==> src/rtl/mmfm_pkg.sv <==
// shared types and constants of the management frame master
`timescale 1ns / 1ps

package mmfm_pkg;

  // item operation codes
  typedef enum logic [1:0] {
    OP_TICK     = 2'd0,
    OP_START_WR = 2'd1,
    OP_START_RD = 2'd2
  } op_t;

  // frame lengths and read frame phase boundaries, in periods
  localparam logic [5:0] WRITE_PERIODS     = 6'd32;
  localparam logic [5:0] READ_PERIODS      = 6'd31;
  localparam logic [5:0] READ_DRIVEN       = 6'd14;
  localparam logic [5:0] READ_SAMPLE_FIRST = 6'd15;

  // start, op and turnaround codes
  localparam logic [3:0] HEAD_WRITE = 4'b0101;
  localparam logic [3:0] HEAD_READ  = 4'b0110;
  localparam logic [1:0] TA_WRITE   = 2'b10;

  // one input item
  typedef struct packed {
    logic [1:0]  op;
    logic [4:0]  phy_addr;
    logic [4:0]  reg_addr;
    logic [15:0] write_data;
    logic        mdi;
  } in_item_t;

  // one result item
  typedef struct packed {
    logic        clock_pulse;
    logic        mdo;
    logic        mdo_enable;
    logic        busy_res;
    logic        done_res;
    logic [15:0] read_data;
    logic        rejected;
  } res_item_t;

  // handoff from the input register to the frame engine
  typedef struct packed {
    logic     valid;
    in_item_t item;
  } in_stage_t;

endpackage

==> src/rtl/mmfm_if.sv <==
// valid/ready channel interfaces for input items and result items
`timescale 1ns / 1ps

interface mmfm_in_if;
  logic        valid;
  logic        ready;
  logic [1:0]  op;
  logic [4:0]  phy_addr;
  logic [4:0]  reg_addr;
  logic [15:0] write_data;
  logic        mdi;

  modport source (output valid, op, phy_addr, reg_addr, write_data, mdi, input ready);
  modport sink (input valid, op, phy_addr, reg_addr, write_data, mdi, output ready);
endinterface

interface mmfm_out_if;
  logic        valid;
  logic        ready;
  logic        clock_pulse;
  logic        mdo;
  logic        mdo_enable;
  logic        busy_res;
  logic        done_res;
  logic [15:0] read_data;
  logic        rejected;

  modport source (output valid, clock_pulse, mdo, mdo_enable, busy_res, done_res,
                  read_data, rejected, input ready);
  modport sink (input valid, clock_pulse, mdo, mdo_enable, busy_res, done_res,
                read_data, rejected, output ready);
endinterface

==> src/rtl/mmfm_in_stage.sv <==
// input register that captures one item per cycle while it has room
`timescale 1ns / 1ps

module mmfm_in_stage
  import mmfm_pkg::*;
(
  input  logic       clk,
  input  logic       rst_n,
  mmfm_in_if.sink    in_ch,
  input  logic       take,
  output in_stage_t  stage
);

  logic     valid_r;
  logic     valid_nxt;
  in_item_t item_r;

  // room when empty or when the held item moves on this cycle
  assign in_ch.ready = !valid_r || take;
  assign valid_nxt   = in_ch.valid || (valid_r && !take);

  // control state
  always_ff @(posedge clk) begin
    if (!rst_n) begin
      valid_r <= 1'b0;
    end else begin
      valid_r <= valid_nxt;
    end
  end

  // payload capture
  always_ff @(posedge clk) begin
    if (in_ch.valid && in_ch.ready) begin
      item_r.op         <= in_ch.op;
      item_r.phy_addr   <= in_ch.phy_addr;
      item_r.reg_addr   <= in_ch.reg_addr;
      item_r.write_data <= in_ch.write_data;
      item_r.mdi        <= in_ch.mdi;
    end
  end

  assign stage.valid = valid_r;
  assign stage.item  = item_r;

endmodule

==> src/rtl/mmfm_frame_engine.sv <==
// frame state, per-item next-state logic and result register
`timescale 1ns / 1ps

module mmfm_frame_engine
  import mmfm_pkg::*;
(
  input  logic       clk,
  input  logic       rst_n,
  input  in_stage_t  stage,
  output logic       take,
  mmfm_out_if.source out_ch
);

  logic [31:0] frame_shift_r, frame_shift_nxt;
  logic [5:0]  periods_left_r, periods_left_nxt;
  logic        read_frame_r, read_frame_nxt;
  logic [15:0] read_shift_r, read_shift_nxt;
  logic        out_valid_r;
  res_item_t   res_r, res_nxt;

  logic        busy;
  logic [5:0]  total;
  logic [5:0]  idx;

  // move the held item when the result register is free or drains
  assign take = stage.valid && (!out_valid_r || out_ch.ready);

  assign busy  = (periods_left_r != 6'd0);
  assign total = read_frame_r ? READ_PERIODS : WRITE_PERIODS;
  assign idx   = total - periods_left_r;

  // one item against the current frame state
  always_comb begin
    frame_shift_nxt  = frame_shift_r;
    periods_left_nxt = periods_left_r;
    read_frame_nxt   = read_frame_r;
    read_shift_nxt   = read_shift_r;
    res_nxt          = '0;
    unique case (stage.item.op)
      OP_START_WR, OP_START_RD: begin
        if (busy) begin
          res_nxt.rejected = 1'b1;
        end else if (stage.item.op == OP_START_WR) begin
          frame_shift_nxt  = {HEAD_WRITE, stage.item.phy_addr, stage.item.reg_addr,
                              TA_WRITE, stage.item.write_data};
          periods_left_nxt = WRITE_PERIODS;
          read_frame_nxt   = 1'b0;
          read_shift_nxt   = 16'd0;
        end else begin
          frame_shift_nxt  = {HEAD_READ, stage.item.phy_addr, stage.item.reg_addr, 18'd0};
          periods_left_nxt = READ_PERIODS;
          read_frame_nxt   = 1'b1;
          read_shift_nxt   = 16'd0;
        end
      end
      OP_TICK: begin
        if (busy) begin
          res_nxt.clock_pulse = 1'b1;
          if (!(read_frame_r && idx >= READ_DRIVEN)) begin
            res_nxt.mdo_enable = 1'b1;
            res_nxt.mdo        = frame_shift_r[31];
          end
          frame_shift_nxt = {frame_shift_r[30:0], 1'b0};
          if (read_frame_r && idx >= READ_SAMPLE_FIRST) begin
            read_shift_nxt = {read_shift_r[14:0], stage.item.mdi};
          end
          periods_left_nxt = periods_left_r - 6'd1;
          if (periods_left_nxt == 6'd0) begin
            res_nxt.done_res = 1'b1;
            if (read_frame_r) begin
              res_nxt.read_data = read_shift_nxt;
            end
          end
        end
      end
      default: begin
        // unused code leaves the frame alone
      end
    endcase
    res_nxt.busy_res = (periods_left_nxt != 6'd0);
  end

  // frame state and result valid
  always_ff @(posedge clk) begin
    if (!rst_n) begin
      frame_shift_r  <= '0;
      periods_left_r <= '0;
      read_frame_r   <= 1'b0;
      read_shift_r   <= '0;
      out_valid_r    <= 1'b0;
    end else begin
      if (take) begin
        frame_shift_r  <= frame_shift_nxt;
        periods_left_r <= periods_left_nxt;
        read_frame_r   <= read_frame_nxt;
        read_shift_r   <= read_shift_nxt;
      end
      out_valid_r <= take || (out_valid_r && !out_ch.ready);
    end
  end

  // result payload
  always_ff @(posedge clk) begin
    if (take) begin
      res_r <= res_nxt;
    end
  end

  assign out_ch.valid       = out_valid_r;
  assign out_ch.clock_pulse = res_r.clock_pulse;
  assign out_ch.mdo         = res_r.mdo;
  assign out_ch.mdo_enable  = res_r.mdo_enable;
  assign out_ch.busy_res    = res_r.busy_res;
  assign out_ch.done_res    = res_r.done_res;
  assign out_ch.read_data   = res_r.read_data;
  assign out_ch.rejected    = res_r.rejected;

endmodule

==> src/rtl/mdio_management_frame_master_core.sv <==
// top level of the preamble-free management frame master
`timescale 1ns / 1ps

// Management frame master without preamble. A start item (op 1 write, op 2 read)
// loads a frame; each later tick item (op 0) issues one management clock period
// and returns the bit driven, the drive enable and, on the read data periods,
// shifts in mdi. Write frames take 32 ticks, read frames 31; done and the read
// value come with the last period. A start while a frame runs is rejected.
// Every item gives exactly one result item. The block takes one item per clock
// while the result channel keeps up: an input register feeds the frame state
// logic, which writes a result register from which the result item leaves.
// While a result waits for out_ch.ready the input register still takes one more
// item, then in_ch.ready drops until the result item moves on.

module mdio_management_frame_master_core
  import mmfm_pkg::*;
(
  input  logic       clk,
  input  logic       rst_n,
  mmfm_in_if.sink    in_ch,
  mmfm_out_if.source out_ch
);

  in_stage_t stage;
  logic      take;

  // input register
  mmfm_in_stage u_in_stage (
    .clk   (clk),
    .rst_n (rst_n),
    .in_ch (in_ch),
    .take  (take),
    .stage (stage)
  );

  // frame logic and result register
  mmfm_frame_engine u_frame_engine (
    .clk    (clk),
    .rst_n  (rst_n),
    .stage  (stage),
    .take   (take),
    .out_ch (out_ch)
  );

endmodule
==> src/flat_wrapper.sv <==
// flat-port wrapper written by rule: the top's interface ports become plain ports
module mdio_management_frame_master_core_flat import mmfm_pkg::*;
  (clk, rst_n, in_ch_valid, in_ch_op, in_ch_phy_addr, in_ch_reg_addr, in_ch_write_data, in_ch_mdi, in_ch_ready, out_ch_valid, out_ch_clock_pulse, out_ch_mdo, out_ch_mdo_enable, out_ch_busy_res, out_ch_done_res, out_ch_read_data, out_ch_rejected, out_ch_ready);
  mmfm_in_if in_ch_i ();
  mmfm_out_if out_ch_i ();
  input  logic clk;
  input  logic rst_n;
  input wire logic [$bits(in_ch_i.valid)-1:0] in_ch_valid;
  input wire logic [$bits(in_ch_i.op)-1:0] in_ch_op;
  input wire logic [$bits(in_ch_i.phy_addr)-1:0] in_ch_phy_addr;
  input wire logic [$bits(in_ch_i.reg_addr)-1:0] in_ch_reg_addr;
  input wire logic [$bits(in_ch_i.write_data)-1:0] in_ch_write_data;
  input wire logic [$bits(in_ch_i.mdi)-1:0] in_ch_mdi;
  output wire logic [$bits(in_ch_i.ready)-1:0] in_ch_ready;
  output wire logic [$bits(out_ch_i.valid)-1:0] out_ch_valid;
  output wire logic [$bits(out_ch_i.clock_pulse)-1:0] out_ch_clock_pulse;
  output wire logic [$bits(out_ch_i.mdo)-1:0] out_ch_mdo;
  output wire logic [$bits(out_ch_i.mdo_enable)-1:0] out_ch_mdo_enable;
  output wire logic [$bits(out_ch_i.busy_res)-1:0] out_ch_busy_res;
  output wire logic [$bits(out_ch_i.done_res)-1:0] out_ch_done_res;
  output wire logic [$bits(out_ch_i.read_data)-1:0] out_ch_read_data;
  output wire logic [$bits(out_ch_i.rejected)-1:0] out_ch_rejected;
  input wire logic [$bits(out_ch_i.ready)-1:0] out_ch_ready;
  assign in_ch_i.valid = in_ch_valid;
  assign in_ch_i.op = in_ch_op;
  assign in_ch_i.phy_addr = in_ch_phy_addr;
  assign in_ch_i.reg_addr = in_ch_reg_addr;
  assign in_ch_i.write_data = in_ch_write_data;
  assign in_ch_i.mdi = in_ch_mdi;
  assign in_ch_ready = in_ch_i.ready;
  assign out_ch_valid = out_ch_i.valid;
  assign out_ch_clock_pulse = out_ch_i.clock_pulse;
  assign out_ch_mdo = out_ch_i.mdo;
  assign out_ch_mdo_enable = out_ch_i.mdo_enable;
  assign out_ch_busy_res = out_ch_i.busy_res;
  assign out_ch_done_res = out_ch_i.done_res;
  assign out_ch_read_data = out_ch_i.read_data;
  assign out_ch_rejected = out_ch_i.rejected;
  assign out_ch_i.ready = out_ch_ready;
  mdio_management_frame_master_core u_core (.clk(clk), .rst_n(rst_n), .in_ch(in_ch_i), .out_ch(out_ch_i));
endmodule
==> config.mk <==
export PLATFORM = sky130hd
export DESIGN_NAME = mdio_management_frame_master_core_flat
export DESIGN_NICKNAME = d
export VERILOG_FILES = /design/src/rtl/mmfm_pkg.sv /design/src/rtl/mmfm_if.sv /design/src/rtl/mmfm_in_stage.sv /design/src/rtl/mmfm_frame_engine.sv /design/src/rtl/mdio_management_frame_master_core.sv /design/src/flat_wrapper.sv
export SDC_FILE = /design/constraint.sdc
export NUM_CORES = 1
export LEC_CHECK = 0
export ABC_AREA = 0
export BUFFER_PORTS_ARGS = -buffer_cell sky130_fd_sc_hd__buf_2
export CAP_MARGIN = 10
export CORE_MARGIN = 3
export CORE_UTILIZATION = 47
export DETAILED_ROUTE_END_ITERATION = 16
export PLACE_DENSITY = 0.67
export SLEW_MARGIN = 20
export SYNTH_ARGS = -nofsm -noshare
export SYNTH_HDL_FRONTEND = slang
export SYNTH_SLANG_ARGS = --single-unit
==> constraint.sdc <==
create_clock -name clk -period 3.9 [get_ports clk]
set_input_delay 0.195 -clock clk [delete_from_list [all_inputs] [get_ports clk]]
set_output_delay 0.195 -clock clk [all_outputs]
set_load 0.05 [all_outputs]
; ---- After elaboration in Yosys (flattened, before gate mapping)
; Cells that the tools add are included.
[classes]
n_addsub = 2
multipliers = 0
n_div = 0
magnitude_cmp = 2
n_eq_ne = 4
n_shift = 0
n_mux = 19
bitwise_logic = 2
reduce_logical = 25
[ops]
columns = cell, n
row1 = 16-bit 2-to-1 mux, 4
row2 = 32-bit 2-to-1 mux, 2
row3 = 32-bit one-hot mux with 2 select lines, 1
row4 = 16-bit one-hot mux with 2 select lines, 1
row5 = 30-bit 2-to-1 mux, 1
row6 = 6-bit 2-to-1 mux, 4
row7 = 17-bit 2-to-1 mux, 1
row8 = 6-bit by 4-bit greater-or-equal comparator with 1-bit output (second input constant), 2
row9 = 6-bit one-hot mux with 2 select lines, 1
row10 = 6-bit nonzero test, 2
row11 = 4-bit AND reduction, 2
row12 = 1-bit logical AND, 6
row13 = 6-bit logical NOT, 1
row14 = 6-bit by 1-bit subtractor with 6-bit output (second input constant), 1
row15 = 6-bit subtractor, 1
row16 = 1-bit logical NOT, 4
row17 = 1-bit logical OR, 4
row18 = 2-bit inequality test (second input constant), 2
row19 = 3-bit 2-to-1 mux, 1
row20 = 3-bit AND reduction, 1
row21 = 3-bit OR reduction, 1
row22 = 2-bit by 1-bit equality test with 1-bit output (second input constant), 1
row23 = 2-bit equality test (second input constant), 1
row24 = 2-bit logical NOT, 1
row25 = other kinds (6), 8
[word_totals]
register_bits = 108
latchBits = 0
mem_bits_rw = 0
rom_bits = 0
input_bits = 33
out_inout_bits = 24
elab_cells = 72
mem_count = 0

; ---- Logic depth before layout (Yosys ltp)
[depth]
ltp_word = 7
mapped_depth = 11
mapped_depth_nobuf = 10

; ---- Cells and area by module
; A second synthesis with hierarchy kept.
[unflattened]
cells_unflattened = 400
area_unflattened_um2 = 4687.0
[by_module_without_submodules]
columns = mod, n_inst, cells_each, area_each_um2, seq_area_each_um2
row1 = mmfm_frame_engine, 1, 365, 3751.1, 1781.7
row2 = mmfm_in_stage, 1, 35, 935.9, 890.9

; ---- Worst setup path before layout
; No wires, ideal clock.
[synth_timing]
path_kind = register to register
from = register u_core.u_frame_engine.read_frame_r
to = register u_core.u_frame_engine.res_r, in the netlist u_core.u_frame_engine.out_ch.read_data[10], data pin
setup_time_ns = 0.260
t_arrival_ns = 2.544
required_ns = 3.640
slack_ns = 1.096
stages_incl_launch_ff = 12
path_buffers = 1
synth_period_minus_slack_ns = 2.804
cell_sequence = dfxtp_1 inv_1 ha_1 inv_1 fa_1 a21o_1 or4b_1 mux2i_1 o21a_1 nor2_1 buf_4 mux2i_1
[synth_between]
elab_chain_len = 5
elab_cells_between_ends = 6
cone_classes = add/sub (1) / order compare (1) / mux (2) / reduce/logical (2)
[synth_lines]
columns = element, line_no
row1 = from (decl), mmfm_frame_engine.sv:16  ; logic read_frame_r, read_frame_nxt;
row2 = from (signal assigned), mmfm_frame_engine.sv:95  ; read_frame_r <= read_frame_nxt;
row3 = 6-bit 2-to-1 mux, mmfm_frame_engine.sv:29  ; assign total = read_frame_r ? READ_PERIODS : WRITE_PERIODS;
row4 = 6-bit subtractor, mmfm_frame_engine.sv:30  ; assign idx = total - periods_left_r;
row5 = 6-bit by 4-bit greater-or-equal comparator with 1-bit output, mmfm_frame_engine.sv:64  ; if (read_frame_r && idx >= READ_SAMPLE_FIRST) begin
row6 = 1-bit logical AND, mmfm_frame_engine.sv:64
row7 = 16-bit 2-to-1 mux, mmfm_frame_engine.sv:64
row8 = to (signal assigned), mmfm_frame_engine.sv:105  ; res_r <= res_nxt;
row9 = to (decl), mmfm_frame_engine.sv:19  ; res_item_t res_r, res_nxt;
; Several ways; a longest one is shown, not always the timed one.
; A chain may end at the register's enable or synchronous reset.

; ---- Worst setup path after layout
[layout_timing]
from = register u_core.u_frame_engine.read_frame_r
to = register u_core.u_frame_engine.read_shift_r[15]
[layout_between]
elab_chain_len = 7
[layout_lines]
columns = element, line_no
row1 = 6-bit 2-to-1 mux, mmfm_frame_engine.sv:29
row2 = 6-bit subtractor, mmfm_frame_engine.sv:30
row3 = 6-bit by 4-bit greater-or-equal comparator with 1-bit output, mmfm_frame_engine.sv:64
row4 = 1-bit logical AND (*), mmfm_frame_engine.sv:64
row5 = 16-bit 2-to-1 mux (*), mmfm_frame_engine.sv:64
row6 = 16-bit 2-to-1 mux (*), mmfm_frame_engine.sv:57  ; if (busy) begin
row7 = 16-bit one-hot mux with 2 select lines (*), mmfm_frame_engine.sv:39  ; unique case (stage.item.op)
row8 = to (signal assigned), mmfm_frame_engine.sv:96  ; read_shift_r <= read_shift_nxt;
row9 = to (decl), mmfm_frame_engine.sv:17  ; logic [15:0] read_shift_r, read_shift_nxt;
; Mark *: on every way between the ends. The rest lies on a longest branch, timed or not. The select of a mux whose other input is x is not followed.

==> impl_metrics.tcl <==
set metrics [dict create \
    fp.coreArea_um2 9420 \
    arrival_ns 3.56 \
    cts_root_buf "clkbuf_8" \
    postCtsResizedCells 0 \
    fmax_mhz 310 \
    end_kind "flop" \
    start_util 0.495 \
    seqCellArea_um2 2670 \
    synth_seq_cells 108 \
    numCtsBuffers 9 \
    synthFlopType "dfxtp_1" \
    tritoncts "done" \
    syn_nets 453 \
    die_h_um 106 \
    first_pass_iters 4 \
    die_w_um 106 \
    drt-initial-drc-count 158 \
    fin_nets 534 \
    path_class "flop to flop" \
    crit_path_max_fanout 17 \
    place_congestion 0.900 \
    grt_pass1_vias 3139 \
    cts.sinks 108 \
    fin_skew_ns 0.0116 \
    final_common_cell "dfxtp_1" \
    antenna_found_initial 0 \
    totalWireLength_um 8690 \
    grtUsageTotal 0.162 \
    diodes 0 \
    grt_start_max_net_pins 40 \
    wl_per_cell_um 13.9 \
    antenna_left 0 \
    start_kind "flop" \
    min_period_ns 3.23 \
    hold_class "primary input to flop" \
    avgSynthCellArea_um2 11.4 \
    drv_cap 0 \
    drc_errors 0 \
    fin_setup_tns_ns 0 \
    setup_viol 0 \
    syn_to_final_growth_pct 19.3 \
    dp_hpwl_um 5670 \
    power_density_nw_per_um2 420 \
    slew_headroom 0.489 \
    io_pins 57 \
    synth_cells 408 \
    multiInputGateArea_um2 1800 \
    fp-row-count 35 \
    mostFrequentLayoutCells "dfxtp_1, buf_2, edfxtp_1" \
    die-area_um2 11100 \
    gr-total-overflow 0 \
    power_leakage_nw 1.99 \
    slew_violations 0 \
    yosysWarnings 0 \
    htree_levels 3 \
    rsz0062_at_grt "no" \
    grt_pass1_wl_um 14800 \
    clk_latency_ns 0.38 \
    tightest_slew_ns 0.761 \
    synth_async_sr_flop_share 0 \
    synth-edff-count 51 \
    worstPathRequired_ns 4.23 \
    fill_cells 755 \
    place_area_um2 5030 \
    period_share 0.828 \
    synthDistinctLibCells 57 \
    hold_viol 0 \
    finalInstanceArea_um2 5560 \
    portBuffers 56 \
    synth-seq-area-share 0.574 \
    viasPerCell 5.37 \
    num_vias 3343 \
    syn_area_um2 4660 \
    status "completed" \
    worst-r2r-setup-slack_ns 0.67 \
    clk_pin_slew_ns 0.10 \
    drive_above_1_share 0.200 \
    vdd_ir_drop_max_mv 0.275 \
    ctsLongestPathBuffers 2 \
]
worst paths after layout:
| kind | from | to | depth (start not counted) |
|---|---|---|---|
| worst min-delay path | in_ch_valid | u_core.u_in_stage.valid_r$_SDFF_PN0_ | 3 |
| worst min register to register | u_core.u_frame_engine.frame_shift_r[14]$_SDFFE_PN0P_ | u_core.u_frame_engine.frame_shift_r[14]$_SDFFE_PN0P_ | 2 |
| worst max register to register | u_core.u_frame_engine.read_frame_r$_SDFFE_PN0P_ | u_core.u_frame_engine.read_shift_r[15]$_SDFFE_PN0P_ | 11 |
| worst max-delay path | u_core.u_frame_engine.read_frame_r$_SDFFE_PN0P_ | u_core.u_frame_engine.read_shift_r[15]$_SDFFE_PN0P_ | 11 |
worst max-delay path: stages (launching register included):
cell and delay, ns:
dfxtp_1 0.32, buf_4 0.22, inv_1 0.19, ha_1 0.23, inv_1 0.07, fa_1 0.20, a21o_1 0.17, or4b_1 0.46
mux2i_1 0.32, o211ai_1 0.19, a21oi_2 0.58, a22o_1 0.25
logic make-up (layout without fill, tap and decap cells):
family,count (synthesis),after routing,synth area share
simple gates,101,101,0.117
xor+xnor,4,4,0.00752
compound gates,122,122,0.181
flops,108,108,0.574
fa+ha+maj,12,12,0.0338
mux,21,21,0.0451
buf+inv,40,126,0.0422
sequential cells by signal (all words and copies together), names as in the netlist:
| name | cells |
|---|---|
| u_core.u_in_stage.stage | 29 |
| u_core.u_frame_engine.read_shift_r | 16 |
| u_core.u_frame_engine.frame_shift_r | 32 |
| u_core.u_frame_engine.out_ch.valid | 1 |
| u_core.u_frame_engine.out_ch.clock_pulse | 1 |
| u_core.u_frame_engine.out_ch.mdo_enable | 1 |
| u_core.u_in_stage.valid_r | 1 |
| u_core.u_frame_engine.periods_left_r | 6 |
| u_core.u_frame_engine.out_ch.busy_res | 1 |
| u_core.u_frame_engine.read_frame_r | 1 |
| u_core.u_frame_engine.out_ch.mdo | 1 |
| u_core.u_frame_engine.out_ch.read_data | 16 |
| u_core.u_frame_engine.out_ch.rejected | 1 |
| u_core.u_frame_engine.out_ch.done_res | 1 |
cell usage after synthesis, drive strengths merged (5+ instances only):
cell | n | area [µm²]
dfxtp | 57 | 1140
inv | 17 | 63.8
a211oi | 18 | 135
nand4 | 5 | 31.3
edfxtp | 51 | 1530
nor2 | 28 | 105
nor4 | 5 | 52.6
nand2 | 34 | 143
buf | 7 | 72.6
nand3 | 6 | 30.0
a22oi | 18 | 135
a21oi | 33 | 169
clkbuf | 16 | 60.1
ha | 11 | 138
o21ai | 14 | 73.8
mux2i | 21 | 210
a22o | 16 | 140
through the flow:
step	hold slack [ns]	util	instances	power [mW]	setup WS [ns]
6_report	0.0315	0.590	623	2.33	0.672
5_1_grt	0.0629	0.590	623	2.43	0.389
4_1_cts	0.0219	0.590	623	2.34	0.697
3_5_place_dp	0.373	0.534	578	1.57	0.776
3_3_place_gp	0.371	0.534	578	1.56	0.878
2_1_floorplan	0.294	-	408	1.50	1.10
repair_timing:
item                                   4_1_cts  5_1_grt
hold buffers                                29        0
endpoints found under the hold margin       29        0
setup endpoints to repair                    0        0
setup buffers                                0        0
power by group:
part	internal [mW]	total [mW]	switching, mW
Combinational	0.116	0.312	0.196
Sequential	1.23	1.25	0.0221
Clock	0.370	0.765	0.395
cell type report:
cell class	instances	share of cell area
Inverter	17	0.0115
Sequential cell	108	0.481
Timing Repair Buffer	93	0.114
Clock buffer	9	0.0223
Tap cell	129	0.0291
Multi-Input combinational cell	260	0.323
Clock inverter	7	0.0194
metal layers:
metal / vias to the layer above / share of wire / track usage
met5: - / 0 / 0
met4: 0 / 0.018 / 0.0712
met3: 13 / 0.046 / 0.0282
met2: 94 / 0.47 / 0.257
met1: 1554 / 0.46 / 0.219
li1: 1682 / - / -
Power figures use the tool's default switching activity.
